## config.mk

```make
export PLATFORM = sky130hd
export DESIGN_NAME = tsra_core
export DESIGN_NICKNAME = d
export VERILOG_FILES = /design/src/hdl/tsra_pkg.sv /design/src/hdl/tsra_core.sv
export SDC_FILE = /design/constraint.sdc
export NUM_CORES = 2
export LEC_CHECK = 0
export ABC_AREA = 1
export BUFFER_PORTS_ARGS = -buffer_cell sky130_fd_sc_hd__buf_2
export CAP_MARGIN = 10
export CORE_MARGIN = 1.5
export CORE_UTILIZATION = 53
export CTS_CLUSTER_SIZE = 8
export DETAILED_ROUTE_END_ITERATION = 10
export HOLD_SLACK_MARGIN = 0.03
export PLACE_DENSITY = 0.75
export SLEW_MARGIN = 20
export SYNTH_ARGS = -nofsm -noshare
export SYNTH_HDL_FRONTEND = slang
export SYNTH_SLANG_ARGS = --single-unit
```

## constraint.sdc

```tcl
create_clock -name i_clk -period 5.3 [get_ports i_clk]
set_input_delay 0.53 -clock i_clk [delete_from_list [all_inputs] [get_ports i_clk]]
set_output_delay 0.53 -clock i_clk [all_outputs]
set_load 0.02 [all_outputs]
```

## src/hdl/tsra_pkg.sv

```systemverilog
// Shared types and constants of the tile sheet raster arranger.
package tsra_pkg;

    // Fixed widths of the configuration registers and the result position fields.
    localparam int TW_REG_W  = 7;
    localparam int TH_REG_W  = 7;
    localparam int TPR_REG_W = 9;
    localparam int CFG_IDX_W = 3;
    localparam int CFG_DAT_W = 9;
    localparam int POS_X_W   = 15;
    localparam int POS_Y_W   = 17;
    // Tile column and tile row counters wrap at these widths.
    localparam int TCI_W     = 12;
    localparam int TRI_W     = 17;

    // Configuration register indexes.
    typedef enum logic [CFG_IDX_W-1:0] {
        CFG_TILE_WIDTH    = 3'd0,
        CFG_TILE_HEIGHT   = 3'd1,
        CFG_TILES_PER_ROW = 3'd2,
        CFG_DRAW_BORDER   = 3'd3,
        CFG_FILL_INDEX    = 3'd4
    } t_cfg_index;

    // Result status codes.
    typedef enum logic [1:0] {
        ST_OK       = 2'd0,
        ST_NO_TILE  = 2'd1,
        ST_OVERFLOW = 2'd2
    } t_status;

    // Events from the sequencer that move the image height bookkeeping.
    typedef struct packed {
        logic tile_done;
        logic clear;
    } t_tile_evt;

endpackage

```

## src/hdl/tsra_core.sv

```systemverilog
// Load and emit sequencer: counters, address pipeline and output register.
module tsra_core
    import tsra_pkg::*;
#(
    parameter int STORE_BYTES       = 65536,
    parameter int MAX_TILE_SIDE     = 64,
    parameter int MAX_TILES_PER_ROW = 256
) (
    input  logic                                          i_clk,
    input  logic                                          i_rst_n,
    input  logic                                          i_in_valid,
    output logic                                          o_in_ready,
    input  logic                                          i_kind,
    input  logic [7:0]                                    i_data_byte,
    output logic                                          o_out_valid,
    input  logic                                          i_out_ready,
    output logic [7:0]                                    o_pixel_value,
    output logic [POS_X_W-1:0]                            o_pos_x,
    output logic [POS_Y_W-1:0]                            o_pos_y,
    output logic                                          o_last_pixel,
    output logic [1:0]                                    o_status,
    input  logic                                          i_busy,
    input  logic [$clog2(MAX_TILE_SIDE+1)-1:0]            i_tw,
    input  logic [$clog2(MAX_TILE_SIDE+1)-1:0]            i_th,
    input  logic [$clog2(MAX_TILES_PER_ROW+1)-1:0]        i_tpr,
    input  logic                                          i_border,
    input  logic [7:0]                                    i_fill,
    input  logic [$clog2(MAX_TILE_SIDE*MAX_TILE_SIDE+1)-1:0] i_tsize,
    input  logic [$clog2(MAX_TILES_PER_ROW*(MAX_TILE_SIDE+1)+1)-1:0] i_w,
    input  logic [$clog2(STORE_BYTES*(MAX_TILE_SIDE+1)+1)-1:0]       i_h,
    input  logic [$clog2(STORE_BYTES+1)-1:0]              i_rows,
    output t_tile_evt                                     o_evt,
    output logic [$clog2(STORE_BYTES+1)-1:0]              o_full_tiles,
    output logic                                          o_wr_en,
    output logic [$clog2(STORE_BYTES)-1:0]                o_wr_addr,
    output logic [7:0]                                    o_wr_data,
    output logic                                          o_rd_en,
    output logic [$clog2(STORE_BYTES)-1:0]                o_rd_addr,
    input  logic [7:0]                                    i_rd_data
);

    localparam int AW     = $clog2(STORE_BYTES);
    localparam int FT_W   = $clog2(STORE_BYTES+1);
    localparam int SIDE_W = $clog2(MAX_TILE_SIDE+1);
    localparam int TPR_W  = $clog2(MAX_TILES_PER_ROW+1);
    localparam int TS_W   = $clog2(MAX_TILE_SIDE*MAX_TILE_SIDE+1);
    localparam int TILE_A = TRI_W + TPR_W + 1;
    localparam int TILE_W = (TILE_A > FT_W) ? TILE_A : FT_W;
    localparam int ROW_W  = 2*SIDE_W + 1;
    localparam int PROD_W = FT_W + TS_W;
    localparam int ADDR_W = PROD_W + 1;

    typedef enum logic [4:0] {
        S_IDLE = 5'b00001,
        S_MUL1 = 5'b00010,
        S_MUL2 = 5'b00100,
        S_ADR  = 5'b01000,
        S_RD   = 5'b10000
    } t_core_state;

    // Control state.
    t_core_state         r_state, n_state;
    logic [FT_W-1:0]     r_bytes_loaded, n_bytes_loaded;
    logic [FT_W-1:0]     r_full_tiles, n_full_tiles;
    logic [TS_W-1:0]     r_byte_in_tile, n_byte_in_tile;
    logic                r_overflow, n_overflow;
    logic [POS_X_W-1:0]  r_out_col, n_out_col;
    logic [POS_Y_W-1:0]  r_out_row, n_out_row;
    logic [TCI_W-1:0]    r_tci, n_tci;
    logic [TRI_W-1:0]    r_tri, n_tri;
    logic [SIDE_W-1:0]   r_cit, n_cit;
    logic [SIDE_W-1:0]   r_rit, n_rit;
    logic                r_o_valid;

    // Pipeline payload.
    logic                r_p_err;
    logic [POS_X_W-1:0]  r_p_x;
    logic [POS_Y_W-1:0]  r_p_y;
    logic                r_p_last;
    t_status             r_p_status;
    logic                r_in_tile;
    logic [SIDE_W-1:0]   r_s_cit, r_s_rit;
    logic [TCI_W-1:0]    r_s_tci;
    logic [TRI_W-1:0]    r_s_tri;
    logic [FT_W-1:0]     r_ft_snap;
    logic [TILE_W-1:0]   r_tile;
    logic [ROW_W-1:0]    r_rowoff;
    logic                r_hit;
    logic [PROD_W-1:0]   r_prod;
    logic                r_hit2;
    logic [7:0]          r_o_pixel;
    logic [POS_X_W-1:0]  r_o_x;
    logic [POS_Y_W-1:0]  r_o_y;
    logic                r_o_last;
    t_status             r_o_status;

    logic                accept, emit_ok, no_tile, load_out;
    logic                col_end, row_end, last, in_tile;
    logic [ADDR_W-1:0]   addr;

    assign o_in_ready = (r_state == S_IDLE) && !i_busy;
    assign accept     = i_in_valid && o_in_ready;
    assign no_tile    = (r_full_tiles == '0);
    assign emit_ok    = accept && i_kind && !no_tile;
    assign load_out   = (r_state == S_RD) && (!r_o_valid || i_out_ready);

    // Position tests for the pixel at the current raster place.
    always_comb begin
        col_end = 32'(r_out_col) + 32'd1 >= 32'(i_w);
        row_end = 32'(r_out_row) + 32'd1 >= 32'(i_h);
        last    = col_end && row_end;
        in_tile = (32'(r_cit) < 32'(i_tw)) && (32'(r_rit) < 32'(i_th)) &&
                  (32'(r_tci) < 32'(i_tpr));
    end

    // Next state of the load counters and the raster walk.
    always_comb begin
        n_state        = r_state;
        n_bytes_loaded = r_bytes_loaded;
        n_full_tiles   = r_full_tiles;
        n_byte_in_tile = r_byte_in_tile;
        n_overflow     = r_overflow;
        n_out_col      = r_out_col;
        n_out_row      = r_out_row;
        n_tci          = r_tci;
        n_tri          = r_tri;
        n_cit          = r_cit;
        n_rit          = r_rit;
        o_evt          = '0;
        o_wr_en        = 1'b0;
        unique case (r_state)
            S_IDLE: begin
                if (accept) begin
                    if (!i_kind) begin
                        // Load transaction: store the byte unless the store is full.
                        if (32'(r_bytes_loaded) >= 32'(STORE_BYTES)) begin
                            n_overflow = 1'b1;
                        end else begin
                            o_wr_en        = 1'b1;
                            n_bytes_loaded = r_bytes_loaded + FT_W'(1);
                            if (32'(r_byte_in_tile) + 32'd1 >= 32'(i_tsize)) begin
                                n_byte_in_tile  = '0;
                                n_full_tiles    = r_full_tiles + FT_W'(1);
                                o_evt.tile_done = 1'b1;
                            end else begin
                                n_byte_in_tile = r_byte_in_tile + TS_W'(1);
                            end
                        end
                    end else if (no_tile) begin
                        n_state = S_RD;
                    end else begin
                        n_state = S_MUL1;
                        if (last) begin
                            // Final pixel: the image is dropped and loading starts over.
                            n_bytes_loaded = '0;
                            n_full_tiles   = '0;
                            n_byte_in_tile = '0;
                            n_overflow     = 1'b0;
                            n_out_col      = '0;
                            n_out_row      = '0;
                            n_tci          = '0;
                            n_tri          = '0;
                            n_cit          = '0;
                            n_rit          = '0;
                            o_evt.clear    = 1'b1;
                        end else if (col_end) begin
                            // End of a raster line: step down one pixel row.
                            n_out_col = '0;
                            n_cit     = '0;
                            n_tci     = '0;
                            if (32'(r_rit) + 32'd1 < 32'(i_th)) begin
                                n_rit = r_rit + SIDE_W'(1);
                            end else if (i_border && (32'(r_rit) + 32'd1 == 32'(i_th)) &&
                                         (32'(r_tri) + 32'd1 < 32'(i_rows))) begin
                                n_rit = i_th;
                            end else begin
                                n_rit = '0;
                                n_tri = r_tri + TRI_W'(1);
                            end
                            n_out_row = r_out_row + POS_Y_W'(1);
                        end else begin
                            // Step right one pixel, through a border column if any.
                            if (32'(r_cit) + 32'd1 < 32'(i_tw)) begin
                                n_cit = r_cit + SIDE_W'(1);
                            end else if (i_border && (32'(r_cit) + 32'd1 == 32'(i_tw)) &&
                                         (32'(r_tci) + 32'd1 < 32'(i_tpr))) begin
                                n_cit = i_tw;
                            end else begin
                                n_cit = '0;
                                n_tci = r_tci + TCI_W'(1);
                            end
                            n_out_col = r_out_col + POS_X_W'(1);
                        end
                    end
                end
            end
            S_MUL1:  n_state = S_MUL2;
            S_MUL2:  n_state = S_ADR;
            S_ADR:   n_state = S_RD;
            S_RD:    if (!r_o_valid || i_out_ready) n_state = S_IDLE;
            default: n_state = S_IDLE;
        endcase
    end

    always_ff @(posedge i_clk) begin
        if (!i_rst_n) begin
            r_state        <= S_IDLE;
            r_bytes_loaded <= '0;
            r_full_tiles   <= '0;
            r_byte_in_tile <= '0;
            r_overflow     <= 1'b0;
            r_out_col      <= '0;
            r_out_row      <= '0;
            r_tci          <= '0;
            r_tri          <= '0;
            r_cit          <= '0;
            r_rit          <= '0;
        end else begin
            r_state        <= n_state;
            r_bytes_loaded <= n_bytes_loaded;
            r_full_tiles   <= n_full_tiles;
            r_byte_in_tile <= n_byte_in_tile;
            r_overflow     <= n_overflow;
            r_out_col      <= n_out_col;
            r_out_row      <= n_out_row;
            r_tci          <= n_tci;
            r_tri          <= n_tri;
            r_cit          <= n_cit;
            r_rit          <= n_rit;
        end
    end

    // Capture the request: position, flags and the tile place before it moves on.
    always_ff @(posedge i_clk) begin
        if (accept && i_kind) begin
            r_p_err    <= no_tile;
            r_p_x      <= no_tile ? '0 : r_out_col;
            r_p_y      <= no_tile ? '0 : r_out_row;
            r_p_last   <= no_tile || last;
            r_p_status <= no_tile ? ST_NO_TILE : (r_overflow ? ST_OVERFLOW : ST_OK);
            r_in_tile  <= in_tile;
            r_s_cit    <= r_cit;
            r_s_rit    <= r_rit;
            r_s_tci    <= r_tci;
            r_s_tri    <= r_tri;
            r_ft_snap  <= r_full_tiles;
        end
    end

    // Address pipeline: tile number, tile base, then the byte address.
    always_ff @(posedge i_clk) begin
        if (r_state == S_MUL1) begin
            r_tile   <= TILE_W'(r_s_tri) * TILE_W'(i_tpr) + TILE_W'(r_s_tci);
            r_rowoff <= ROW_W'(r_s_rit) * ROW_W'(i_tw) + ROW_W'(r_s_cit);
        end
        if (r_state == S_MUL2) begin
            r_hit  <= r_in_tile && (r_tile < TILE_W'(r_ft_snap));
            r_prod <= PROD_W'(r_tile[FT_W-1:0]) * PROD_W'(i_tsize);
        end
        if (r_state == S_ADR) begin
            r_hit2 <= r_hit && (addr < ADDR_W'(STORE_BYTES));
        end
    end

    assign addr      = ADDR_W'(r_prod) + ADDR_W'(r_rowoff);
    assign o_rd_en   = (r_state == S_ADR);
    assign o_rd_addr = addr[AW-1:0];
    assign o_wr_addr = r_bytes_loaded[AW-1:0];
    assign o_wr_data = i_data_byte;

    // Output register; it takes a new result as soon as the old one leaves.
    always_ff @(posedge i_clk) begin
        if (!i_rst_n) begin
            r_o_valid <= 1'b0;
        end else if (load_out) begin
            r_o_valid <= 1'b1;
        end else if (i_out_ready) begin
            r_o_valid <= 1'b0;
        end
    end

    always_ff @(posedge i_clk) begin
        if (load_out) begin
            r_o_pixel  <= r_p_err ? 8'd0 : (r_hit2 ? i_rd_data : i_fill);
            r_o_x      <= r_p_x;
            r_o_y      <= r_p_y;
            r_o_last   <= r_p_last;
            r_o_status <= r_p_status;
        end
    end

    assign o_out_valid   = r_o_valid;
    assign o_pixel_value = r_o_pixel;
    assign o_pos_x       = r_o_x;
    assign o_pos_y       = r_o_y;
    assign o_last_pixel  = r_o_last;
    assign o_status      = r_o_status;
    assign o_full_tiles  = r_full_tiles;

    // Every full tile took at least one stored byte.
    a_tiles_bytes: assert property (@(posedge i_clk) disable iff (!i_rst_n)
        r_full_tiles <= r_bytes_loaded)
        else $error("more full tiles than loaded bytes");

    // The store is never written and read in the same cycle.
    a_port_clash: assert property (@(posedge i_clk) disable iff (!i_rst_n)
        !(o_wr_en && o_rd_en))
        else $error("store write and read collide");

    // A byte offered to a full store raises the overflow flag.
    a_overflow: assert property (@(posedge i_clk) disable iff (!i_rst_n)
        (accept && !i_kind && (32'(r_bytes_loaded) >= 32'(STORE_BYTES))) |=> r_overflow)
        else $error("overflow not recorded");

endmodule

```

======== Yosys cells after proc, flatten, opt, wreduce, memory -nomap -nowiden ========
Index checks and enable logic that the tools add are counted.
cells by class
  reductions and logical operators ........ 30
  $mul .................................... 3
  muxes and demuxes ....................... 57
  equality and inequality tests ........... 17
  order comparisons ....................... 13
  bitwise gates (word level) .............. 1
  add/subtract/negate cells ............... 19
operators with widths
  cell                                                       count
  two-way mux 17 bit                                         13
  adder 17 x 1 -> 17 bit, second input constant              4
  two-way mux 13 bit                                         5
  < comparator 32 x 7 -> 1 bit                               2
  two-way mux 7 bit                                          8
  two-way mux 12 bit                                         4
  adder 17 x 1 -> 18 bit, second input constant              2
  adder 30 x 15 -> 31 bit                                    1
  < comparator 31 x 17 -> 1 bit, second input constant       1
  multiplier 17 x 13 -> 30 bit                               1
  two-way mux 15 bit                                         2
  adder 26 x 12 -> 27 bit                                    1
  < comparator 27 x 17 -> 1 bit                              1
  multiplier 17 x 9 -> 26 bit                                1
  case mux 5 bit (5 select lines)                            1
  greater-or-equal comparator 18 x 23 -> 1 bit               1
  two-way mux 5 bit                                          4
  < comparator 18 x 17 -> 1 bit                              1
  greater-or-equal comparator 17 bit, second input constant  1
  zero test 17 bit                                           1
  adder 15 x 1 -> 16 bit, second input constant              1
  adder 7 x 1 -> 8 bit, second input constant                2
  equality test 8 x 7 -> 1 bit                               2
  greater-or-equal comparator 16 x 15 -> 1 bit               1
  other kinds (33)                                           79
storage, ports and cells
  word-level logic and storage cells ...... 173
  input port bits ......................... 122
  output and inout bits ................... 106
  flip-flop bits (word level) ............. 343

======== Depth between registers and ports, before layout ========
  word-level depth ........................ 8
  gate-level depth with buffers ........... 27
  mapped depth without buffers ............ 25

======== Least setup slack after synthesis ========
No wires, ideal clock.
  path type ............................... input -> register
  start point ............................. input port i_tpr[2]
  end point ............................... register r_tile[24], data pin
  arrival ................................. 5,228 ps
  path buffers ............................ 2
  setup slack ............................. -181 ps
  data required time ...................... 5,048 ps
  stages .................................. 23
  setup time .............................. 252 ps
  cell sequence ........................... clkbuf_1 clkbuf_1 nand2_1 fa_1 inv_1 fa_1 inv_1 fa_1 inv_1 fa_1 inv_1 fa_1 inv_1 ha_1 nand2_1 inv_1 nand2_1 o21ai_0 a31oi_1 o21bai_1 nand2_1 nand3_1 nand2_1
on the way
  longest elaborated chain between the ends .. 2
RTL lines
  element                      RTL line          text
  start: declaration           tsra_core.sv:25   input logic [$clog2(MAX_TILES_PER_ROW+1)-1:0] i_tpr,
  multiplier 17 x 9 -> 26 bit  tsra_core.sv:253  r_tile <= TILE_W'(r_s_tri) * TILE_W'(i_tpr) + TILE_W'(r_s_tci);
  adder 26 x 12 -> 27 bit      tsra_core.sv:253
  end signal: assignment       tsra_core.sv:253
  end: declaration             tsra_core.sv:86   logic [TILE_W-1:0] r_tile;
Every way passes these cells.
A chain may end at the register's enable or synchronous reset.

======== Final worst setup path ========
  start point ............................. register r_tile[8]
  end point ............................... register r_prod[25], data pin
on the way
  longest elaborated chain between the ends .. 1
RTL lines
  element                       RTL line          text
  multiplier 17 x 13 -> 30 bit  tsra_core.sv:258  r_prod <= PROD_W'(r_tile[FT_W-1:0]) * PROD_W'(i_tsize);
  end signal: assignment        tsra_core.sv:258
  end: declaration              tsra_core.sv:89   logic [PROD_W-1:0] r_prod;
Every way passes these cells.

==> run metrics <==
status completed; Slew Limit Fails 0; GRT Util Overall about 25%; Final ANT Viol Nets 0; Worst EP arrival between 5 and 6 ns; global-route wire length before repair 130,800 um; CP most frequent cell fa_1; total number of cells along the worst setup path 18; max cap viols 0; final instance area 38,010 sq um; Leak just over 0.02 uW; vias in the first global route around 27,000; register area share after synthesis 26.80%; hold_buf cts 0; Mapped Cells 4,212; Netlist cell types 46; filler instances ~5,500; dpl cell area roughly 36,000 sq um; Chip Height 254.8 um; Synth Register Bits around 340; H-tree depth 2; DIE WIDTH 254.8 um; crit path max fanout 11; CP endpoint kind flip-flop; startpoint types flip-flop; antenna violations before repair 2; Residual DRC 0; Detailed Place HPWL 63,270 um; r2r worst-path depth 18; Hold Path Depth 4; DIE AREA roughly 65,000 sq um; I/O pin total roughly 230; Required @ worst endpoint 5.65 ns; initial core utilization 53.47%; Worst-Margin Slew around 0.82 ns; area grow syn2layout 13.10%; clk buf depth 3; Period Utilization, post-route between 90% and 100%; Synth Net Count slightly below 5,000; f_max 194.6 MHz; via count between 20,000 and 30,000; EDFF count, synth roughly 210; nets@finish around 5,300; Mean Syn Cell Area 7.979 sq um; final WL about 80,000 um; Cell Pwr Density between 300 and 400 nW/um^2; Diodes inserted 0; core area around 63,000 sq um; top_reg_cell synth edfxtp_1; Slowest cell on crit path fa_1; CTS Sinks around 340; GPL Wtd Cong roughly 0.9; DR pass1 iterations 6; Setup CP Type reg -> reg; TritonCTS clock tree built; Async SR Flop Fraction 0%; CP bufs+invs 6; routed length per instance 14.83 um; cell area after synthesis 33,610 sq um; largest net degree at the start of global routing 58; fin crit period slightly above 5 ns; Final Hold Vio Count 0; clock slew at reported path FFs ~0.060 ns; Min Hold Slack between 0.2 and 0.25 ns; RSZ-0062 raised after global routing yes; Max stage delay on crit path between 0.5 and 0.6 ns; initial DRC count approximately 1,700; maximum VDD drop ~450 uV; drt via density 5.082; yosys warns 0; Rel. slew slack around 46%; layout cell share with drive strength beyond 1 11.29%; clock latency on the worst-skew pair about 0.6 ns; clk_skew about 0.047 ns; grt ovf 0; CTS Buf Count between 40 and 50; Root Driver clkbuf_16; PortBufs about 210; Std-Cell Rows 92; worst-path cell chain buf_4, buf_12, nand2_1, inv_1, fa_1, fa_1, fa_1, fa_1, inv_1, fa_1, inv_1, ha_1, buf_4, a21oi_1, o21ai_0, a21o_1, a21oi_1, xnor2_1; crit-path leading delay family adder cells; endpoints failing setup 0; HP Class in -> reg
timing repair:
item	in CTS	in global routing
hold endpoints to repair	0	0
buffers inserted	0	20
gates resized for setup	0	34
endpoints found under the setup margin	0	24
cell usage after synthesis, types with 2 or more instances:
cell type  instances  area (sq um)
nand2_1          998          3746
inv_1            967          3630
ha_1             329          4116
fa_1             312          6246
nor2_1           261         979.7
a21oi_1          236          1181
edfxtp_1         214          6426
dfxtp_1          129          2582
nand3_1          120         600.6
xor2_1           110         963.4
clkbuf_1          96         360.4
o21ai_0           79         395.4
nand4_1           76         475.5
nor3_1            47         235.2
xnor2_1           36         315.3
buf_4             29         217.7
nor4_1            21         131.4
o21ai_1           19         95.09
nor2_2            15         93.84
a21o_1            13         97.59
buf_1             12         45.04
buf_2             11         55.05
inv_2             10         37.54
o211ai_1          10         75.07
o21a_1             7         52.55
o21bai_1           7         52.55
nand2_2            6         37.54
buf_6              5         56.30
nand3b_1           5         37.54
a21boi_0           4         30.03
nand2_4            4         45.04
a211oi_1           3         22.52
a31oi_1            2         12.51
clkinv_1           2         7.510
inv_4              2         12.51
nor2_4             2         22.52
nor3b_1            2         15.01
o2111ai_1          2         17.52
or2_2              2         12.51
worst paths after layout:
| path | startpoint | endpoint | slack (ns) |
|---|---|---|---|
| min reg2reg | r_p_y[0]$_SDFFCE_PP0P_ | o_pos_y[0]$_DFFE_PP_ | 0.39 |
| max | r_tile[8]$_DFFE_PP_ | r_prod[25]$_DFFE_PP_ | 0.16 |
| max reg2reg | r_tile[8]$_DFFE_PP_ | r_prod[25]$_DFFE_PP_ | 0.16 |
| min | i_out_ready | o_out_valid$_SDFFE_PN0P_ | 0.24 |
logic make-up (layout without fill, tap and decap cells):
family / count (synthesis) / after routing / share of synthesized area (%)
AO/OA/AOI/OAI: 387 / 387 / 6.191
XOR/XNOR: 146 / 146 / 3.805
adder cells (fa/ha/maj): 641 / 641 / 30.83
buffers and inverters: 1134 / 1450 / 13.16
flip-flops: 343 / 343 / 26.80
AND/OR/NAND/NOR: 1561 / 1561 / 19.21
worst min-delay path, stage by stage:
cell     delay [ns]
buf_2          0.07
nor2_1         0.06
inv_1          0.07
a21oi_1        0.06
metrics by stage:
| step | std cells | TNS, ns | worst slack (ns) | total power [uW] | utilization [%] |
|---|---|---|---|---|---|
| CTS | 5354 | 0 | 0.02426 | 14470 | 59.93 |
| detailed placement | 5265 | -0.3599 | -0.08089 | 11410 | 57.58 |
| global placement | 5265 | 0 | 0.006161 | 11310 | 57.58 |
| floorplan | 4212 | 0 | 0.007631 | 8728 | - |
| global route | 5374 | -0.1850 | -0.06088 | 15950 | 60.48 |
| finish | 5374 | 0 | 0.1623 | 14660 | 60.48 |
layer usage:
metal / track usage [%] / vias up / wire [um] / part of all wire, %
met1: 31.88 / 12850 / 33210 / 42
met5: 0 / - / 27 / 0.034
li1: - / 13510 / - / -
met3: 3.244 / 165 / 4379 / 5.5
met2: 43.83 / 782 / 39500 / 50
met4: 8.352 / 4 / 2581 / 3.2
area by class of cell:
class,count,area [sq um],share of cell area [%]
Clock inverter,5,115.1,0.3028
Clock buffer,84,1358,3.571
Timing Repair Buffer,380,2416,6.356
Multi-Input combinational cell,2735,20370,53.58
Sequential cell,343,9009,23.70
Inverter,981,3690,9.707
Tap cell,846,1059,2.785
placed cells by master, fill, tap and decap left out, drive strengths merged, types with 10 or more instances in the layout:
master  instances
ha            329
buf           380
clkbuf         84
a21o           13
o211ai         10
nand4          76
inv           979
fa            312
a21oi         236
edfxtp        214
xnor2          36
nor3           47
o21ai          99
xor2          110
nand3         121
nor2          278
nor4           21
dfxtp         129
nand2        1008
report_power, final:
group          total (uW)  switching, uW  internal [uW]
clock network        3000           1210           1790
logic                8190           4590           3600
registers            3470           95.8           3370
total               14700           5900           8760
flip-flops by register name (all words and copies together), names as in the netlist, 8 cells and up:
register        count
r_byte_in_tile     13
r_out_row          17
o_pos_y            17
r_s_tci            12
r_prod             30
o_full_tiles       17
r_p_y              17
r_rowoff           15
r_out_col          15
r_bytes_loaded     17
r_p_x              15
r_tci              12
r_s_tri            17
r_tile             27
r_ft_snap          17
o_pixel_value       8
r_tri              17
o_pos_x            15
(Power assumes the default switching activity.)
