File: config.mk
export PLATFORM = sky130hd
export DESIGN_NAME = tsra_dims
export DESIGN_NICKNAME = d
export VERILOG_FILES = /design/src/hdl/tsra_pkg.sv /design/src/hdl/tsra_dims.sv
export SDC_FILE = /design/constraint.sdc
export NUM_CORES = 1
export LEC_CHECK = 0
export ABC_CLOCK_PERIOD_IN_PS = 13600
export BUFFER_PORTS_ARGS = -buffer_cell sky130_fd_sc_hd__buf_2
export CAP_MARGIN = 20
export CORE_MARGIN = 8
export CORE_UTILIZATION = 35
export CTS_CLUSTER_SIZE = 16
export DETAILED_ROUTE_END_ITERATION = 8
export GPL_TIMING_DRIVEN = 0
export PLACE_DENSITY_LB_ADDON = 0.08
export SETUP_SLACK_MARGIN = 0.2
export SLEW_MARGIN = 20
export SYNTH_ARGS = -nofsm -noshare
export SYNTH_HDL_FRONTEND = slang
export SYNTH_SLANG_ARGS = --single-unit
File: constraint.sdc
create_clock -name i_clk -period 13.6 [get_ports i_clk]
set_input_delay 0.68 -clock i_clk [delete_from_list [all_inputs] [get_ports i_clk]]
set_output_delay 0.68 -clock i_clk [all_outputs]
set_load 0.02 [all_outputs]
File: src/hdl/tsra_pkg.sv
// Shared types and constants of the tile sheet raster arranger.
package tsra_pkg;

    // Fixed widths of the configuration registers and the result position fields.
    localparam int TW_REG_W  = 7;
    localparam int TH_REG_W  = 7;
    localparam int TPR_REG_W = 9;
    localparam int CFG_IDX_W = 3;
    localparam int CFG_DAT_W = 9;
    localparam int POS_X_W   = 15;
    localparam int POS_Y_W   = 17;
    // Tile column and tile row counters wrap at these widths.
    localparam int TCI_W     = 12;
    localparam int TRI_W     = 17;

    // Configuration register indexes.
    typedef enum logic [CFG_IDX_W-1:0] {
        CFG_TILE_WIDTH    = 3'd0,
        CFG_TILE_HEIGHT   = 3'd1,
        CFG_TILES_PER_ROW = 3'd2,
        CFG_DRAW_BORDER   = 3'd3,
        CFG_FILL_INDEX    = 3'd4
    } t_cfg_index;

    // Result status codes.
    typedef enum logic [1:0] {
        ST_OK       = 2'd0,
        ST_NO_TILE  = 2'd1,
        ST_OVERFLOW = 2'd2
    } t_status;

    // Events from the sequencer that move the image height bookkeeping.
    typedef struct packed {
        logic tile_done;
        logic clear;
    } t_tile_evt;

endpackage

File: src/hdl/tsra_dims.sv
// Configuration registers and the image dimension unit with its serial divider.
module tsra_dims
    import tsra_pkg::*;
#(
    parameter int STORE_BYTES       = 65536,
    parameter int MAX_TILE_SIDE     = 64,
    parameter int MAX_TILES_PER_ROW = 256
) (
    input  logic                                          i_clk,
    input  logic                                          i_rst_n,
    input  logic                                          i_cfg_valid,
    output logic                                          o_cfg_ready,
    input  logic [CFG_IDX_W-1:0]                          i_cfg_index,
    input  logic [CFG_DAT_W-1:0]                          i_cfg_data,
    input  t_tile_evt                                     i_evt,
    input  logic [$clog2(STORE_BYTES+1)-1:0]              i_full_tiles,
    output logic                                          o_busy,
    output logic [$clog2(MAX_TILE_SIDE+1)-1:0]            o_tw,
    output logic [$clog2(MAX_TILE_SIDE+1)-1:0]            o_th,
    output logic [$clog2(MAX_TILES_PER_ROW+1)-1:0]        o_tpr,
    output logic                                          o_border,
    output logic [7:0]                                    o_fill,
    output logic [$clog2(MAX_TILE_SIDE*MAX_TILE_SIDE+1)-1:0] o_tsize,
    output logic [$clog2(MAX_TILES_PER_ROW*(MAX_TILE_SIDE+1)+1)-1:0] o_w,
    output logic [$clog2(STORE_BYTES*(MAX_TILE_SIDE+1)+1)-1:0]       o_h,
    output logic [$clog2(STORE_BYTES+1)-1:0]              o_rows
);

    localparam int FT_W   = $clog2(STORE_BYTES+1);
    localparam int SIDE_W = $clog2(MAX_TILE_SIDE+1);
    localparam int TPR_W  = $clog2(MAX_TILES_PER_ROW+1);
    localparam int TS_W   = $clog2(MAX_TILE_SIDE*MAX_TILE_SIDE+1);
    localparam int W_W    = $clog2(MAX_TILES_PER_ROW*(MAX_TILE_SIDE+1)+1);
    localparam int H_W    = $clog2(STORE_BYTES*(MAX_TILE_SIDE+1)+1);
    localparam int CNT_W  = $clog2(FT_W+1);

    typedef enum logic [4:0] {
        D_INIT   = 5'b00001,
        D_DIV    = 5'b00010,
        D_ROWS   = 5'b00100,
        D_HEIGHT = 5'b01000,
        D_READY  = 5'b10000
    } t_dims_state;

    t_dims_state          r_state, n_state;
    logic [TW_REG_W-1:0]  r_tile_width;
    logic [TH_REG_W-1:0]  r_tile_height;
    logic [TPR_REG_W-1:0] r_tiles_per_row;
    logic                 r_draw_border;
    logic [7:0]           r_fill_index;
    logic [FT_W-1:0]      r_div_q;
    logic [TPR_W-1:0]     r_div_r;
    logic [CNT_W-1:0]     r_div_cnt;
    logic [FT_W-1:0]      r_rows;
    logic [TPR_W-1:0]     r_rem;
    logic [H_W-1:0]       r_h;
    logic [W_W-1:0]       r_w;
    logic [TS_W-1:0]      r_tsize;

    logic [SIDE_W-1:0]    tw_c, th_c;
    logic [TPR_W-1:0]     tpr_c;
    logic                 cfg_accept;
    logic [TPR_W:0]       partial, diff;
    logic                 ge;

    assign o_cfg_ready = 1'b1;
    assign cfg_accept  = i_cfg_valid && o_cfg_ready;

    // Configuration registers.
    always_ff @(posedge i_clk) begin
        if (!i_rst_n) begin
            r_tile_width    <= TW_REG_W'(8);
            r_tile_height   <= TH_REG_W'(8);
            r_tiles_per_row <= TPR_REG_W'(16);
            r_draw_border   <= 1'b0;
            r_fill_index    <= 8'd0;
        end else if (cfg_accept) begin
            unique case (i_cfg_index)
                CFG_TILE_WIDTH:    r_tile_width    <= i_cfg_data[TW_REG_W-1:0];
                CFG_TILE_HEIGHT:   r_tile_height   <= i_cfg_data[TH_REG_W-1:0];
                CFG_TILES_PER_ROW: r_tiles_per_row <= i_cfg_data[TPR_REG_W-1:0];
                CFG_DRAW_BORDER:   r_draw_border   <= i_cfg_data[0];
                CFG_FILL_INDEX:    r_fill_index    <= i_cfg_data[7:0];
                default: ;
            endcase
        end
    end

    // Out-of-range register values are pulled into their legal range.
    always_comb begin
        if (r_tile_width == '0) begin
            tw_c = SIDE_W'(1);
        end else if (32'(r_tile_width) > 32'(MAX_TILE_SIDE)) begin
            tw_c = SIDE_W'(MAX_TILE_SIDE);
        end else begin
            tw_c = SIDE_W'(r_tile_width);
        end
        if (r_tile_height == '0) begin
            th_c = SIDE_W'(1);
        end else if (32'(r_tile_height) > 32'(MAX_TILE_SIDE)) begin
            th_c = SIDE_W'(MAX_TILE_SIDE);
        end else begin
            th_c = SIDE_W'(r_tile_height);
        end
        if (r_tiles_per_row == '0) begin
            tpr_c = TPR_W'(1);
        end else if (32'(r_tiles_per_row) > 32'(MAX_TILES_PER_ROW)) begin
            tpr_c = TPR_W'(MAX_TILES_PER_ROW);
        end else begin
            tpr_c = TPR_W'(r_tiles_per_row);
        end
    end

    // One restoring divide step: full tiles over tiles per row, a bit per cycle.
    always_comb begin
        partial = {r_div_r, r_div_q[FT_W-1]};
        diff    = partial - {1'b0, tpr_c};
        ge      = partial >= {1'b0, tpr_c};
    end

    // Sequencer of the dimension unit.
    always_comb begin
        n_state = r_state;
        unique case (r_state)
            D_INIT:   n_state = D_DIV;
            D_DIV:    if (r_div_cnt == CNT_W'(1)) n_state = D_ROWS;
            D_ROWS:   n_state = D_HEIGHT;
            D_HEIGHT: n_state = D_READY;
            D_READY:  n_state = D_READY;
            default:  n_state = D_INIT;
        endcase
        if (cfg_accept) begin
            n_state = D_INIT;
        end
    end

    always_ff @(posedge i_clk) begin
        if (!i_rst_n) begin
            r_state <= D_INIT;
        end else begin
            r_state <= n_state;
        end
    end

    // Divider registers.
    always_ff @(posedge i_clk) begin
        if (r_state == D_INIT) begin
            r_div_q   <= i_full_tiles;
            r_div_r   <= '0;
            r_div_cnt <= CNT_W'(FT_W);
        end else if (r_state == D_DIV) begin
            r_div_q   <= {r_div_q[FT_W-2:0], ge};
            r_div_r   <= ge ? diff[TPR_W-1:0] : partial[TPR_W-1:0];
            r_div_cnt <= r_div_cnt - CNT_W'(1);
        end
    end

    // Tile row count, its remainder and the image height; kept up to date
    // as tiles complete, cleared when the image is dropped, and rebuilt by the divider after each register write.
    always_ff @(posedge i_clk) begin
        if (!i_rst_n) begin
            r_rows <= '0;
            r_rem  <= '0;
            r_h    <= '0;
        end else if (r_state == D_ROWS) begin
            r_rows <= r_div_q + FT_W'(r_div_r != '0);
            r_rem  <= r_div_r;
        end else if (r_state == D_HEIGHT) begin
            if (r_rows == '0) begin
                r_h <= '0;
            end else begin
                r_h <= H_W'(r_rows) * (H_W'(th_c) + H_W'(r_draw_border))
                       - H_W'(r_draw_border);
            end
        end else if (i_evt.clear) begin
            r_rows <= '0;
            r_rem  <= '0;
            r_h    <= '0;
        end else if (i_evt.tile_done) begin
            if (r_rem == '0) begin
                r_rows <= r_rows + FT_W'(1);
                if (r_rows == '0) begin
                    r_h <= H_W'(th_c);
                end else begin
                    r_h <= r_h + H_W'(th_c) + H_W'(r_draw_border);
                end
            end
            if (32'(r_rem) + 32'd1 >= 32'(tpr_c)) begin
                r_rem <= '0;
            end else begin
                r_rem <= r_rem + TPR_W'(1);
            end
        end
    end

    // Sizes that follow from the registers alone.
    always_ff @(posedge i_clk) begin
        if (r_state == D_ROWS) begin
            r_tsize <= TS_W'(tw_c) * TS_W'(th_c);
            r_w     <= W_W'(tpr_c) * (W_W'(tw_c) + W_W'(r_draw_border))
                       - W_W'(r_draw_border);
        end
    end

    assign o_busy   = (r_state != D_READY);
    assign o_tw     = tw_c;
    assign o_th     = th_c;
    assign o_tpr    = tpr_c;
    assign o_border = r_draw_border;
    assign o_fill   = r_fill_index;
    assign o_tsize  = r_tsize;
    assign o_w      = r_w;
    assign o_h      = r_h;
    assign o_rows   = r_rows;

    // A register write always restarts the dimension unit.
    a_cfg_restart: assert property (@(posedge i_clk) disable iff (!i_rst_n)
        cfg_accept |=> (r_state == D_INIT))
        else $error("dimension unit did not restart after a register write");

    // The running remainder stays below the tiles per row.
    a_rem_range: assert property (@(posedge i_clk) disable iff (!i_rst_n)
        (r_state == D_READY) |-> (r_rem < tpr_c))
        else $error("tile row remainder out of range");

    // No tile rows means no image height.
    a_empty_height: assert property (@(posedge i_clk) disable iff (!i_rst_n)
        (r_state == D_READY && r_rows == '0) |-> (r_h == '0))
        else $error("image height nonzero with no tile rows");

endmodule

Word-level counts from Yosys, hierarchy flattened
Cells that the tools add are included.
{"block": "word_totals", "register_bits": 145, "latch_bits": 0, "ram_bits": 0, "rom_bits": 0, "input_bits": 34, "output_inout_bits": 102, "wordCells": 98, "memories": 0}
{"block": "op_classes", "addsub": 12, "n_mul": 3, "div": 0, "n_lt_le_gt_ge": 5, "eq_ne": 13, "shift": 0, "n_mux": 27, "n_bitwise": 2, "n_reduce_logical": 22}
{"cell": "$mux W23", "n": 6}
{"cell": "$mux W17", "n": 7}
{"cell": "$mux W9", "n": 8}
{"cell": "$mux W7", "n": 4}
{"cell": "$add A23 B1 Y23", "n": 1}
{"cell": "$add A23 B7 Y23", "n": 1}
{"cell": "$mul A17 B8 Y23", "n": 1}
{"cell": "$sub A23 B1 Y23", "n": 1}
{"cell": "$ge A10 B9 Y1", "n": 2}
{"cell": "$pmux W5 S4", "n": 1}
{"cell": "$logic_not A9 Y1", "n": 2}
{"cell": "$add A17 B1 Y17", "n": 1}
{"cell": "$add A17 B1 Y17 const B", "n": 1}
{"cell": "$logic_not A17 Y1", "n": 1}
{"cell": "$add A7 B1 Y8", "n": 2}
{"cell": "$mul A9 B8 Y15", "n": 1}
{"cell": "$sub A15 B1 Y15", "n": 1}
{"cell": "$gt A7 B7 Y1 const B", "n": 2}
{"cell": "$logic_not A7 Y1", "n": 2}
{"cell": "$mul A7 B7 Y13", "n": 1}
{"cell": "$reduce_and A2 Y1", "n": 6}
{"cell": "$reduce_bool A3 Y1", "n": 4}
{"cell": "$add A9 B1 Y10 const B", "n": 1}
{"cell": "$eq A5 B1 Y1 const B", "n": 2}
{"cell": "20 further kinds", "n": 25}

Longest topological paths before layout
Gate-level depths: netlist of run 1.
{"block": "depth", "word_depth": 10, "depth_mapped": 26}

Worst setup path before layout of run 1
Ideal clock, no wire load.
{"block": "synth_path", "path_type": "register -> register", "start": "reg r_tile_height[1]", "end": "reg r_h[22], in the netlist o_h[22]", "setup_time_ns": 0.124, "t_arrival_ns": 6.162, "slack_ns": 7.315, "stages_incl_launch_ff": 26, "n_path_buf": 1, "period_less_slack_ns": 6.285, "path_cell_list": "dfxtp_1 > or4_1 > nor2_1 > o21ba_2 > ha_1 > ha_1 > and3_1 > xnor2_1 > nor2_1 > clkbuf_1 > and2_1 > fa_1 > fa_1 > fa_1 > inv_1 > fa_1 > inv_1 > ha_1 > and2_2 > and2b_2 > a211oi_2 > nand4b_2 > a41o_1 > a31oi_1 > or4_1 > o211ai_2"}
{"block": "synth_between", "elab_chain_cells": 10, "word_cells_on_any_way": 15}
{"item": "from (decl)", "line_no": "tsra_dims.sv:47", "text": "logic [TH_REG_W-1:0] r_tile_height;"}
{"item": "from (signal assigned)", "line_no": "tsra_dims.sv:80", "text": "CFG_TILE_HEIGHT: r_tile_height <= i_cfg_data[TH_REG_W-1:0];"}
{"item": "$gt A7 B7 Y1", "line_no": "tsra_dims.sv:100", "text": "end else if (32'(r_tile_height) > 32'(MAX_TILE_SIDE)) begin"}
{"item": "$mux W7", "line_no": "tsra_dims.sv:100"}
{"item": "$mux W7 (*)", "line_no": "tsra_dims.sv:98", "text": "if (r_tile_height == '0) begin"}
{"item": "net o_th[0]", "line_no": "tsra_dims.sv:19", "text": "output logic [$clog2(MAX_TILE_SIDE+1)-1:0] o_th,"}
{"item": "parallel branches: the longest is 6 deep, another holds $mul A17 B8 Y23"}
{"item": "$mux W23 (*)", "line_no": "tsra_dims.sv:168", "text": "end else if (r_state == D_HEIGHT) begin"}
{"item": "to (signal assigned)", "line_no": "tsra_dims.sv:172", "text": "r_h <= H_W'(r_rows) * (H_W'(th_c) + H_W'(r_draw_border))"}
{"item": "to (signal assigned)", "line_no": "tsra_dims.sv:183", "text": "r_h <= H_W'(th_c);"}
{"item": "to (signal assigned)", "line_no": "tsra_dims.sv:185", "text": "r_h <= r_h + H_W'(th_c) + H_W'(r_draw_border);"}
{"item": "to (decl)", "line_no": "tsra_dims.sv:56", "text": "logic [H_W-1:0] r_h;"}
Mark *: on every way through the listed nets, which the timed path passes. The select of a mux whose other input is x is not followed.
A chain may end at the register's enable or synchronous reset.

Worst setup path in the final report of run 1
{"block": "layout_path", "start": "reg r_tile_height[6]", "end": "reg r_h[22], in the netlist o_h[22]"}
{"block": "layout_between", "elab_chain_cells": 10, "word_cells_on_any_way": 15}
{"item": "$gt A7 B7 Y1", "line_no": "tsra_dims.sv:100"}
{"item": "$mux W7", "line_no": "tsra_dims.sv:100"}
{"item": "$mux W7 (*)", "line_no": "tsra_dims.sv:98"}
{"item": "parallel branches: the longest is 6 deep, another holds $mul A17 B8 Y23"}
{"item": "$mux W23 (*)", "line_no": "tsra_dims.sv:168"}
Every way passes the cells marked *. The select of a mux whose other input is x is not followed.

==> results of run 1 <==
==> stage by stage <==
| stage | cells | power, mW | hold WS [ns] | setup slack [ns] | cell area (um^2) |
|---|---|---|---|---|---|
| 6_report | 2658 | 1.380 | 0.4561 | 6.031 | 18230 |
| 5_1_grt | 2658 | 1.461 | 0.4586 | 5.683 | 18230 |
| 4_1_cts | 2657 | 1.400 | 0.4272 | 6.079 | 18220 |
| 3_5_place_dp | 2625 | 0.8981 | 0.4477 | 6.102 | 17640 |
| 3_3_place_gp | 2623 | 0.8965 | 0.4431 | 6.085 | 17610 |
| 2_1_floorplan | 1890 | 0.7826 | 0.4361 | 7.315 | 16190 |
==> state kept, by name, summed over array words and instances (netlist names) <==
register / flops
o_border: 1
o_fill: 8
o_h: 23
o_rows: 17
o_tsize: 13
o_w: 15
r_div_cnt: 5
r_div_q: 17
r_div_r: 9
r_rem: 9
r_state: 5
r_tile_height: 7
r_tile_width: 7
r_tiles_per_row: 9
==> area by class of cell <==
type	count	area, um^2
Antenna cell	1	2.502
Buffer	85	396.6
Clock buffer	19	442.9
Clock inverter	13	140.1
Fill cell	4717	27150
Inverter	269	1010
Multi-Input combinational cell	1391	11430
Sequential cell	145	3353
Tap cell	600	750.7
Timing Repair Buffer	135	696.9
==> tightest hold or removal path: cells and delay by family, from the launching register on <==
kind	cells	cell delay, ns
AOI/OAI and AO/OA	1	0.05
DFF	1	0.31
and+or+nand+nor	1	0.05
==> report_power, final <==
part	internal, mW	switching (mW)	leakage (nW)
registers	0.468	0.0181	1.25
clock network	0.264	0.229	0.287
logic	0.157	0.243	7.04
==> per-layer routing <==
| layer | track usage | wire, um | part of all wire | vias to the layer above |
|---|---|---|---|---|
| li1 | - | - | - | 6511 |
| met3 | 0.03176 | 2117 | 0.043 | 45 |
| met1 | 0.2508 | 23250 | 0.47 | 6615 |
| met2 | 0.3050 | 23010 | 0.47 | 287 |
| met5 | 0 | 11 | 0.00022 | - |
| met4 | 0.04692 | 755 | 0.015 | 2 |
==> logic make-up (layout without fill, tap and decap cells) <==
kind of cell	after synthesis	count (layout)	synth area share
flip-flops	145	145	0.2082
other	1	24	0.0002328
AO/OA/AOI/OAI	320	320	0.1288
AND/OR/NAND/NOR	610	610	0.1815
buffers and inverters	354	521	0.08722
XOR/XNOR	90	90	0.04893
multiplexers	30	30	0.01988
adder cells (fa/ha/maj)	318	318	0.3253
==> path summary, 6_finish.rpt <==
kind / slack (ns) / endpoint / startpoint
worst min register to register: 0.46 / o_fill[6]$_SDFFE_PN0P_ / o_fill[6]$_SDFFE_PN0P_
worst min-delay path: 0.46 / o_fill[6]$_SDFFE_PN0P_ / o_fill[6]$_SDFFE_PN0P_
worst max register to register: 6.03 / o_h[22]$_SDFFE_PN0P_ / r_tile_height[6]$_SDFFE_PN0P_
worst max-delay path: 6.03 / o_h[22]$_SDFFE_PN0P_ / r_tile_height[6]$_SDFFE_PN0P_
==> placed cells by master, fill, tap and decap left out, drive strengths merged, types with 8 or more instances in the layout <==
cell type and count:
and2 78, nand2 257, mux2 16, a22oi 10, nor4 11, o21ai 74, nand2b 16, o22ai 9
dfxtp 100, xnor2 65, a211oi 11, clkbuf 85, o21a 10, edfxtp 45, ha 150, a21oi 111
xor2 25, a32oi 8, nand3 36, a31oi 13, buf 154, nor2b 25, inv 277, and3 21
conb 23, nor2 91, nand4 14, fa 168, nor3 35, mux2i 14, a21o 19
==> PnR_summary.wiki, run 1 <==
{| class="wikitable"
! Metric !! Value
|-
| Largest net degree at the start of global routing || 28
|-
| Count of cells along the worst hold path || 2
|-
| Net count, final || ~2400
|-
| Proportion of layout cells with a drive suffix above 1 || 0.1138
|-
| Via count normalized by instance count || 5.064
|-
| Number of rows created at floorplan || 78
|-
| Largest stage delay on the critical path || 0.81 ns
|-
| Worst hold path class || flip-flop to flip-flop
|-
| CTS Hold Buffers Added || 0
|-
| Cells after Synth || 1868
|-
| Number of detailed-routing iterations run before antenna repair || 5
|-
| # Max-Cap Violations || 0
|-
| Routed WL per cell || 18.49 um
|-
| Cell with the largest stage delay on the worst path || xnor2_1
|-
| Number of buffer cells added on primary ports || 133
|-
| Worst-Margin Slew || 1.022 ns
|-
| Setup repair after global routing missed its margin || false
|-
| Final setup violation count || 0
|-
| Number of failing hold endpoints at the final stage || 0
|-
| Most frequent cell on the critical path || fa_1
|-
| GRT Util Overall || 0.1855
|-
| Synth Cell Area || 16110 um^2
|-
| Depth of the worst register-to-register path || 23
|-
| Setup TNS || 0 ns
|-
| Yosys reg bits || ~150
|-
| Total clock buffers created by CTS || 17
|-
| Number of levels in the clock H-tree || 4
|-
| Kind of start point of the critical path || flip-flop
|-
| Utilization of the core after routing || 0.4016
|-
| Peak supply drop || around 0.00009 V
|-
| Worst-path maximum fanout || 10
|-
| Hpwl dp || slightly below 40000 um
|-
| Most frequently used flop master after synthesis || dfxtp_1
|-
| Die extent in y || 230.5 um
|-
| Count leader, synth || inv_1
|-
| Required time reported for the critical path endpoint || 13.96 ns
|-
| Clock period minus worst slack || 7.569 ns
|-
| Clock Latency Late Sink || between 0.4 and 0.5 ns
|-
| Via total after detailed routing || 13460
|-
| Result of the run || complete, no violations
|-
| Clock root cell || clkbuf_16
|-
| Synth cell count leaders || inv_1 (267), nand2_1 (256), fa_1 (168)
|-
| Async set-or-reset flop fraction in the synthesized netlist || 0
|-
| Number of buffers inserted by post-CTS setup repair || 0
|-
| Ranking of synthesized cells by area || fa_1 (21%), dfxtp_1 (12%), ha_1 (12%)
|-
| Layout Area Growth over Synthesis || 13.14%
|-
| CP Capture Type || flip-flop
|-
| Floorplan Core Area || 45380 um^2
|-
| Number of flops mapped to enable cells by yosys || 45
|-
| Die ar. || 53150 um^2
|-
| Number of top-level design ports || about 140
|-
| Sink Count || 145
|-
| Cell class contributing the biggest share of worst-path delay || adder cells
|-
| First-pass GRT wire length || 77700 um
|-
| Clock slew seen by the registers of the worst setup and hold paths || 0.07 ns
|-
| First-iteration detailed-routing DRC count || around 740
|-
| DR DRC count || 0
|-
| Highest clock frequency the design can meet || between 100 and 150 MHz
|-
| Top cell type by total area after synthesis || fa_1
|-
| Cts repair resizes || 0
|-
| Start-to-end type of the worst setup path || flip-flop to flip-flop
|-
| Die width || ~230 um
|-
| Power density over the cells || 75.72 nW/um^2
|-
| Warnings, synthesis || 0
|-
| Portion of synthesized cell area occupied by the leading cell type || 0.2088
|-
| Arrival time worst endpoint || 7.93 ns
|-
| Critical-path cell list || clkbuf_1, o21ba_2, ha_1, ha_1, xnor2_1, clkbuf_1, nand2_1, fa_1, inv_1, fa_1, fa_1, inv_1, fa_1, inv_1, ha_1, and2_2, and2b_2, a211oi_2, nand4b_2, a41o_1, a31oi_1, or4_1, o211ai_2
|-
| Post-route clock period utilization || 0.5566
|-
| Count of final max-slew check failures || 0
|-
| Worst slew margin relative to its limit || 0.3136
|-
| RD Place Congestion || 0.8740
|-
| Antenna violations before repair || 3
|-
| Wire length after detailed routing || 49150 um
|-
| Initial core utilization || 0.3550
|-
| Proportion of synthesized chip area in sequential cells || 0.2082
|-
| Maximum clock path buffer count || 2
|-
| Number of buffers and inverters on the critical path || 5
|-
| Count of unique library cells instantiated by Yosys || 85
|-
| CP Depth || 23
|-
| Final antenna-violating net count || 0
|-
| Mean cell area of the mapped netlist || 8.624 um^2
|-
| CTS tree || built
|-
| Leakage power || 8.586 nW
|-
| Clock tree skew after final layout || 0.02005 ns
|-
| Overflow after GRT || 0
|-
| Via count of the first global-routing pass || 13620
|}
(Power assumes the default switching activity.)
==> run 2: changes to the inputs <==
- ABC_CLOCK_PERIOD_IN_PS: 13600 -> 6700
- clock period: 13.6 -> 6.7 ns (I/O delays scaled with it)
==> PnR_summary.wiki, run 2 (synthesized netlist as in run 1, its figures left out) <==
{| class="wikitable"
! Metric !! Value
|-
| Post-route clock period utilization || 0.9443 (+0.3877)
|-
| Final setup violation count || 0 (unchanged)
|-
| Leakage power || 8.731 nW (+1.7%)
|-
| CTS tree || built
|-
| Initial core utilization || 0.3550 (unchanged)
|-
| Via count normalized by instance count || 5.088 (+0.47%)
|-
| Via total after detailed routing || 13570 (+0.81%)
|-
| Proportion of layout cells with a drive suffix above 1 || 0.1418 (+0.02806)
|-
| Highest clock frequency the design can meet || 158.1 MHz (+20%)
|-
| RD Place Congestion || 0.8740 (unchanged)
|-
| Clock slew seen by the registers of the worst setup and hold paths || 0.07 ns (about the same)
|-
| Start-to-end type of the worst setup path || flip-flop to flip-flop
|-
| Layout Area Growth over Synthesis || 16.16%
|-
| Post-route cell area || 18710 um^2 (+2.7%)
|-
| Most frequent cells in the layout || inv_1 (266), nand2_1 (256), fa_1 (167), buf_2 (144), ha_1 (139)
|-
| Net count, final || 2405 (+0.38%)
|-
| Floorplan Core Area || 45380 um^2 (unchanged)
|-
| Worst-Margin Slew || 1.014 ns (-0.007827 ns)
|-
| Hpwl dp || 39590 um (unchanged)
|-
| Antenna violations before repair || 3 (unchanged)
|-
| Largest net degree at the start of global routing || 28 (unchanged)
|-
| Most common cell after layout, fill and taps aside || inv_1
|-
| Clock Latency Late Sink || 0.49 ns (about the same)
|-
| Overflow after GRT || 0 (unchanged)
|-
| Count of final max-slew check failures || 0 (unchanged)
|-
| Clock tree skew after final layout || 0.02084 ns (+0.0007919 ns)
|-
| Number of detailed-routing iterations run before antenna repair || 7 (+2)
|-
| Worst-path maximum fanout || 5 (-5)
|-
| Clock root cell || clkbuf_16
|-
| GRT Util Overall || 0.1862 (+0.0007453)
|-
| Maximum clock path buffer count || 2 (unchanged)
|-
| Sink Count || 145 (unchanged)
|-
| Routed WL per cell || 18.68 um (+1.0%)
|-
| Via count of the first global-routing pass || 13670 (+0.36%)
|-
| DR DRC count || 0 (unchanged)
|-
| Setup TNS || 0 ns (unchanged)
|-
| First-pass GRT wire length || 78000 um (+0.39%)
|-
| Die extent in y || 230.5 um (unchanged)
|-
| Wire length after detailed routing || 49820 um (+1.4%)
|-
| Die ar. || 53150 um^2 (unchanged)
|-
| Peak supply drop || 0.0001825 V (+100%)
|-
| Die width || 230.5 um (unchanged)
|-
| Clock period minus worst slack || 6.327 ns (-1.242 ns)
|-
| Final antenna-violating net count || 0 (unchanged)
|-
| Arrival time worst endpoint || 6.74 ns (-1.19 ns)
|-
| Cell area reported after detailed placement || 17640 um^2 (unchanged)
|-
| Number of levels in the clock H-tree || 4 (unchanged)
|-
| First-iteration detailed-routing DRC count || 796 (+7.1%)
|-
| # Max-Cap Violations || 0 (unchanged)
|-
| Number of flip-flops in the largest register || 23 (unchanged)
|-
| Setup repair after global routing missed its margin || true
|-
| Power density over the cells || 152.2 nW/um^2 (+100%)
|-
| Number of buffer cells added on primary ports || 133 (unchanged)
|-
| Worst hold path class || primary input to flip-flop
|-
| Number of top-level design ports || 136 (unchanged)
|-
| Number of rows created at floorplan || 78 (unchanged)
|-
| Worst slew margin relative to its limit || 0.3237 (+0.01011)
|-
| Required time reported for the critical path endpoint || 7.11 ns (-6.85 ns)
|-
| Result of the run || complete, no violations
|-
| CP Capture Type || flip-flop
|-
| Total clock buffers created by CTS || 17 (unchanged)
|-
| Kind of start point of the critical path || flip-flop
|-
| Number of failing hold endpoints at the final stage || 0 (unchanged)
|}
-- run 2: cell types whose count changed in the layout (fill, tap and decap cells not counted), sizes merged --
cell	change
buf	+11
clkbuf	-3
xnor2	+1
-- run 2: worst paths after layout --
path | to | slack [ns] | start | cells past startpoint
max | o_h[22]$_SDFFE_PN0P_ | 0.37 | r_tile_height[2]$_SDFFE_PN0P_ | 25
min | o_fill[7]$_SDFFE_PN0P_ | 0.12 | i_cfg_data[7] | 3
max reg2reg | o_h[22]$_SDFFE_PN0P_ | 0.37 | r_tile_height[2]$_SDFFE_PN0P_ | 25
min reg2reg | o_fill[3]$_SDFFE_PN0P_ | 0.46 | o_fill[3]$_SDFFE_PN0P_ | 2
-- run 2: what timing repair did --
item,in CTS,in global routing
cloned,0,2
buffers inserted,2,6
hold buffers,0,0
pin swaps,5,15
endpoints found under the setup margin,20,16
gates resized for setup,41,39
-- run 2: critical path, stage by stage (launching register included) --
cell and delay, ns:
dfxtp_1 0.35, or4_1 0.52, nor2_2 0.11, o21ba_4 0.16, ha_4 0.15, nand3_1 0.12
nor3_4 0.31, xnor2_4 0.22, buf_8 0.17, nand2_1 0.08, fa_1 0.55, fa_1 0.49
inv_1 0.06, fa_1 0.52, inv_1 0.05, fa_1 0.52, inv_1 0.07, ha_4 0.29
o211ai_2 0.11, o21ai_4 0.20, o211ai_4 0.13, nand4b_2 0.12, a41o_1 0.24, a31oi_4 0.11
or4_4 0.49, o211ai_2 0.08
-- run 2: area by class of cell --
| cell class | count | area [um^2] |
|---|---|---|
| Multi-Input combinational cell | 1392 | 11790 |
| Buffer | 84 | 434.2 |
| Timing Repair Buffer | 144 | 785.8 |
| Tap cell | 600 | 750.7 |
| Inverter | 269 | 1010 |
| Fill cell | 4663 | 26670 |
| Antenna cell | 1 | 2.502 |
| Sequential cell | 145 | 3356 |
| Clock buffer | 19 | 442.9 |
| Clock inverter | 13 | 140.1 |
-- run 2: routing by layer --
metal	vias up	routed length, um	GRT usage
met5	-	11	0
met4	2	780	0.04910
met3	45	2111	0.03189
met2	293	23240	0.3049
met1	6701	23680	0.2522
li1	6528	-	-
-- run 2: through the flow --
step / power, mW / std cells / worst slack (ns) / util / hold slack, ns
after floorplan: 1.589 / 1890 / 0.4146 / - / 0.4361
after global placement: 1.820 / 2623 / -0.8154 / 0.3880 / 0.4431
after detailed placement: 1.823 / 2625 / -0.7983 / 0.3887 / 0.4477
after CTS: 2.856 / 2658 / 0.1925 / 0.4059 / 0.08220
after global routing: 3.009 / 2667 / 0.1623 / 0.4124 / 0.1136
final: 2.848 / 2667 / 0.3732 / 0.4124 / 0.1213
-- run 2: where the power goes --
group | leakage, nW | switching (mW) | total, mW | internal [mW]
Sequential | 1.25 | 0.0373 | 0.987 | 0.950
Clock | 0.287 | 0.468 | 1.00 | 0.536
Combinational | 7.19 | 0.511 | 0.857 | 0.345
==> run 3: changes to the inputs <==
- CORE_ASPECT_RATIO: unset -> 1.2
- PLACE_DENSITY: unset -> 0.61
- PLACE_DENSITY_LB_ADDON: 0.08 -> unset
==> PnR_summary.wiki, run 3 (synthesized netlist as in run 1, its figures left out) <==
{| class="wikitable"
! Metric !! Value
|-
| Layout Area Growth over Synthesis || 16.72%
|-
| Hpwl dp || 37760 um (-4.6%)
|-
| Highest clock frequency the design can meet || 158.6 MHz (+0.32%)
|-
| Worst hold path class || primary input to flip-flop
|-
| Overflow after GRT || 0 (unchanged)
|-
| Setup TNS || 0 ns (unchanged)
|-
| Number of levels in the clock H-tree || 4 (unchanged)
|-
| Clock slew seen by the registers of the worst setup and hold paths || 0.07 ns (about the same)
|-
| Total clock buffers created by CTS || 17 (unchanged)
|-
| Worst slew margin relative to its limit || 0.3568 (+0.03314)
|-
| Kind of start point of the critical path || flip-flop
|-
| Post-route clock period utilization || 0.9412 (-0.003048)
|-
| Count of final max-slew check failures || 0 (unchanged)
|-
| RD Place Congestion || 0.8986 (+2.8%)
|-
| Worst hold margin || 0.1455 ns (+0.02428 ns)
|-
| Via total after detailed routing || 13870 (+2.2%)
|-
| Number of rows created at floorplan || 86 (+10%)
|-
| Placement-stage worst setup slack || -0.6617 ns (+0.1366 ns)
|-
| Antenna violations before repair || 1 (-2)
|-
| Number of flip-flops in the largest register || 23 (unchanged)
|-
| CP Capture Type || flip-flop
|-
| Sink Count || 145 (unchanged)
|-
| Leakage power || 8.751 nW (+0.22%)
|-
| Final antenna-violating net count || 0 (unchanged)
|-
| Clock tree skew after final layout || 0.01319 ns (-0.007656 ns)
|-
| Die width || 211.8 um (-8.1%)
|-
| # Max-Cap Violations || 0 (unchanged)
|-
| Wire length after detailed routing || 47630 um (-4.4%)
|-
| Fill cells || 4584 (-1.7%)
|-
| Via count normalized by instance count || 5.158 (+1.4%)
|-
| Power density over the cells || 152.4 nW/um^2 (+0.10%)
|-
| DR DRC count || 0 (unchanged)
|-
| Final setup violation count || 0 (unchanged)
|-
| Net count, final || 2411 (+0.25%)
|-
| Floorplan Core Area || 45730 um^2 (+0.77%)
|-
| Minimum setup slack among reg-to-reg paths || 0.39 ns (+0.02 ns)
|-
| Antenna fix cells || 0 (-1)
|-
| Clock Latency Late Sink || 0.45 ns (-0.04 ns)
|-
| Worst-path maximum fanout || 6 (+1)
|-
| Required time reported for the critical path endpoint || 7.08 ns (-0.03 ns)
|-
| Via count of the first global-routing pass || 14030 (+2.6%)
|-
| First-pass GRT wire length || 74890 um (-4.0%)
|-
| Peak supply drop || 0.0001192 V (-35%)
|-
| Start-to-end type of the worst setup path || flip-flop to flip-flop
|-
| Final worst setup slack || 0.3936 ns (+0.02042 ns)
|-
| Post-route cell area || 18800 um^2 (+0.48%)
|-
| GRT Util Overall || 0.1769 (-0.009375)
|-
| Routed WL per cell || 17.72 um (-5.1%)
|-
| Number of failing hold endpoints at the final stage || 0 (unchanged)
|-
| Clock period minus worst slack || 6.306 ns (-0.02042 ns)
|-
| CTS tree || built
|-
| Result of the run || complete, no violations
|-
| Largest net degree at the start of global routing || 32 (+14%)
|-
| Initial core utilization || 0.3523 (-0.002719)
|-
| First-iteration detailed-routing DRC count || 990 (+24%)
|-
| Setup repair after global routing missed its margin || false
|-
| Die extent in y || 251.0 um (+8.9%)
|-
| Maximum clock path buffer count || 2 (unchanged)
|-
| Cell area reported after detailed placement || 17650 um^2 (about the same)
|-
| Arrival time worst endpoint || 6.68 ns (-0.06 ns)
|-
| Utilization of the core after routing || 0.4112 (-0.001189)
|-
| Number of buffer cells added on primary ports || 133 (unchanged)
|-
| Number of top-level design ports || 136 (unchanged)
|-
| Proportion of layout cells with a drive suffix above 1 || 0.1438 (+0.002002)
|-
| Most common cell after layout, fill and taps aside || inv_1
|-
| Number of detailed-routing iterations run before antenna repair || 6 (-1)
|-
| CTS Hold Buffers Added || 0 (unchanged)
|-
| Die ar. || 53180 um^2 (about the same)
|-
| Most frequent cells in the layout || inv_1 (266), nand2_1 (256), fa_1 (168), buf_2 (145), ha_1 (136)
|-
| Worst-Margin Slew || 0.9612 ns (-0.05325 ns)
|-
| Clock root cell || clkbuf_16
|}
-- run 3: metal layers --
layer,track usage,up-vias,part of all wire
li1,-,6533,-
met3,0.02866,73,0.056
met4,0.06500,0,0.028
met1,0.2126,6829,0.41
met5,0,-,0
met2,0.3132,431,0.51
-- run 3: power by group --
part	internal, mW	total (mW)	switching [mW]
clock	0.526	1.02	0.494
sequential	0.950	0.986	0.0364
combinational	0.357	0.859	0.502
total	1.83	2.86	1.03
-- run 3: path summary, 6_finish.rpt --
path / from / to / depth (start not counted)
setup / recovery: r_tile_height[2]$_SDFFE_PN0P_ / o_h[22]$_SDFFE_PN0P_ / 26
setup reg to reg: r_tile_height[2]$_SDFFE_PN0P_ / o_h[22]$_SDFFE_PN0P_ / 26
hold reg to reg: o_fill[7]$_SDFFE_PN0P_ / o_fill[7]$_SDFFE_PN0P_ / 2
hold / removal: i_cfg_data[7] / r_tiles_per_row[7]$_SDFFE_PN0P_ / 3
-- run 3: what timing repair did --
action | 4_1_cts | 5_1_grt
pin swaps | 4 | 25
setup endpoints to repair | 18 | 16
setup buffers | 4 | 13
resized for setup | 30 | 50
-- run 3: layout make-up --
| class | instances | area (um^2) | area share |
|---|---|---|---|
| inverters | 269 | 1010 | 0.05370 |
| plain buffers | 84 | 437.9 | 0.02329 |
| multi-input cells | 1391 | 11790 | 0.6270 |
| flip-flops and latches | 145 | 3357 | 0.1785 |
| clock buffers | 18 | 450.4 | 0.02396 |
| clock inverters | 14 | 163.9 | 0.008717 |
| repair buffers | 151 | 823.3 | 0.04379 |
| well taps | 616 | 770.7 | 0.04099 |
-- run 3: per-stage QoR --
stage / power [mW] / cells
2_1_floorplan: 1.589 / 1890
3_3_place_gp: 1.785 / 2639
3_5_place_dp: 1.800 / 2640
4_1_cts: 2.830 / 2675
5_1_grt: 3.018 / 2688
6_report: 2.865 / 2688
-- run 3: critical path, cell delays in order, from the launching register on --
cell and delay [ns]:
dfxtp_2 0.35, or4_4 0.52, nor2_4 0.12, o21ba_4 0.17, ha_4 0.15, ha_4 0.13
and3_4 0.22, xnor2_4 0.14, nor2_2 0.06, buf_4 0.14, buf_8 0.12, buf_2 0.16
buf_4 0.14, and2_1 0.17, fa_1 0.44, fa_1 0.51, fa_1 0.49, inv_1 0.05
fa_1 0.52, inv_1 0.04, ha_1 0.35, a21o_1 0.17, o21bai_1 0.14, a41o_1 0.22
a31oi_1 0.10, or4_1 0.53, o211ai_2 0.08
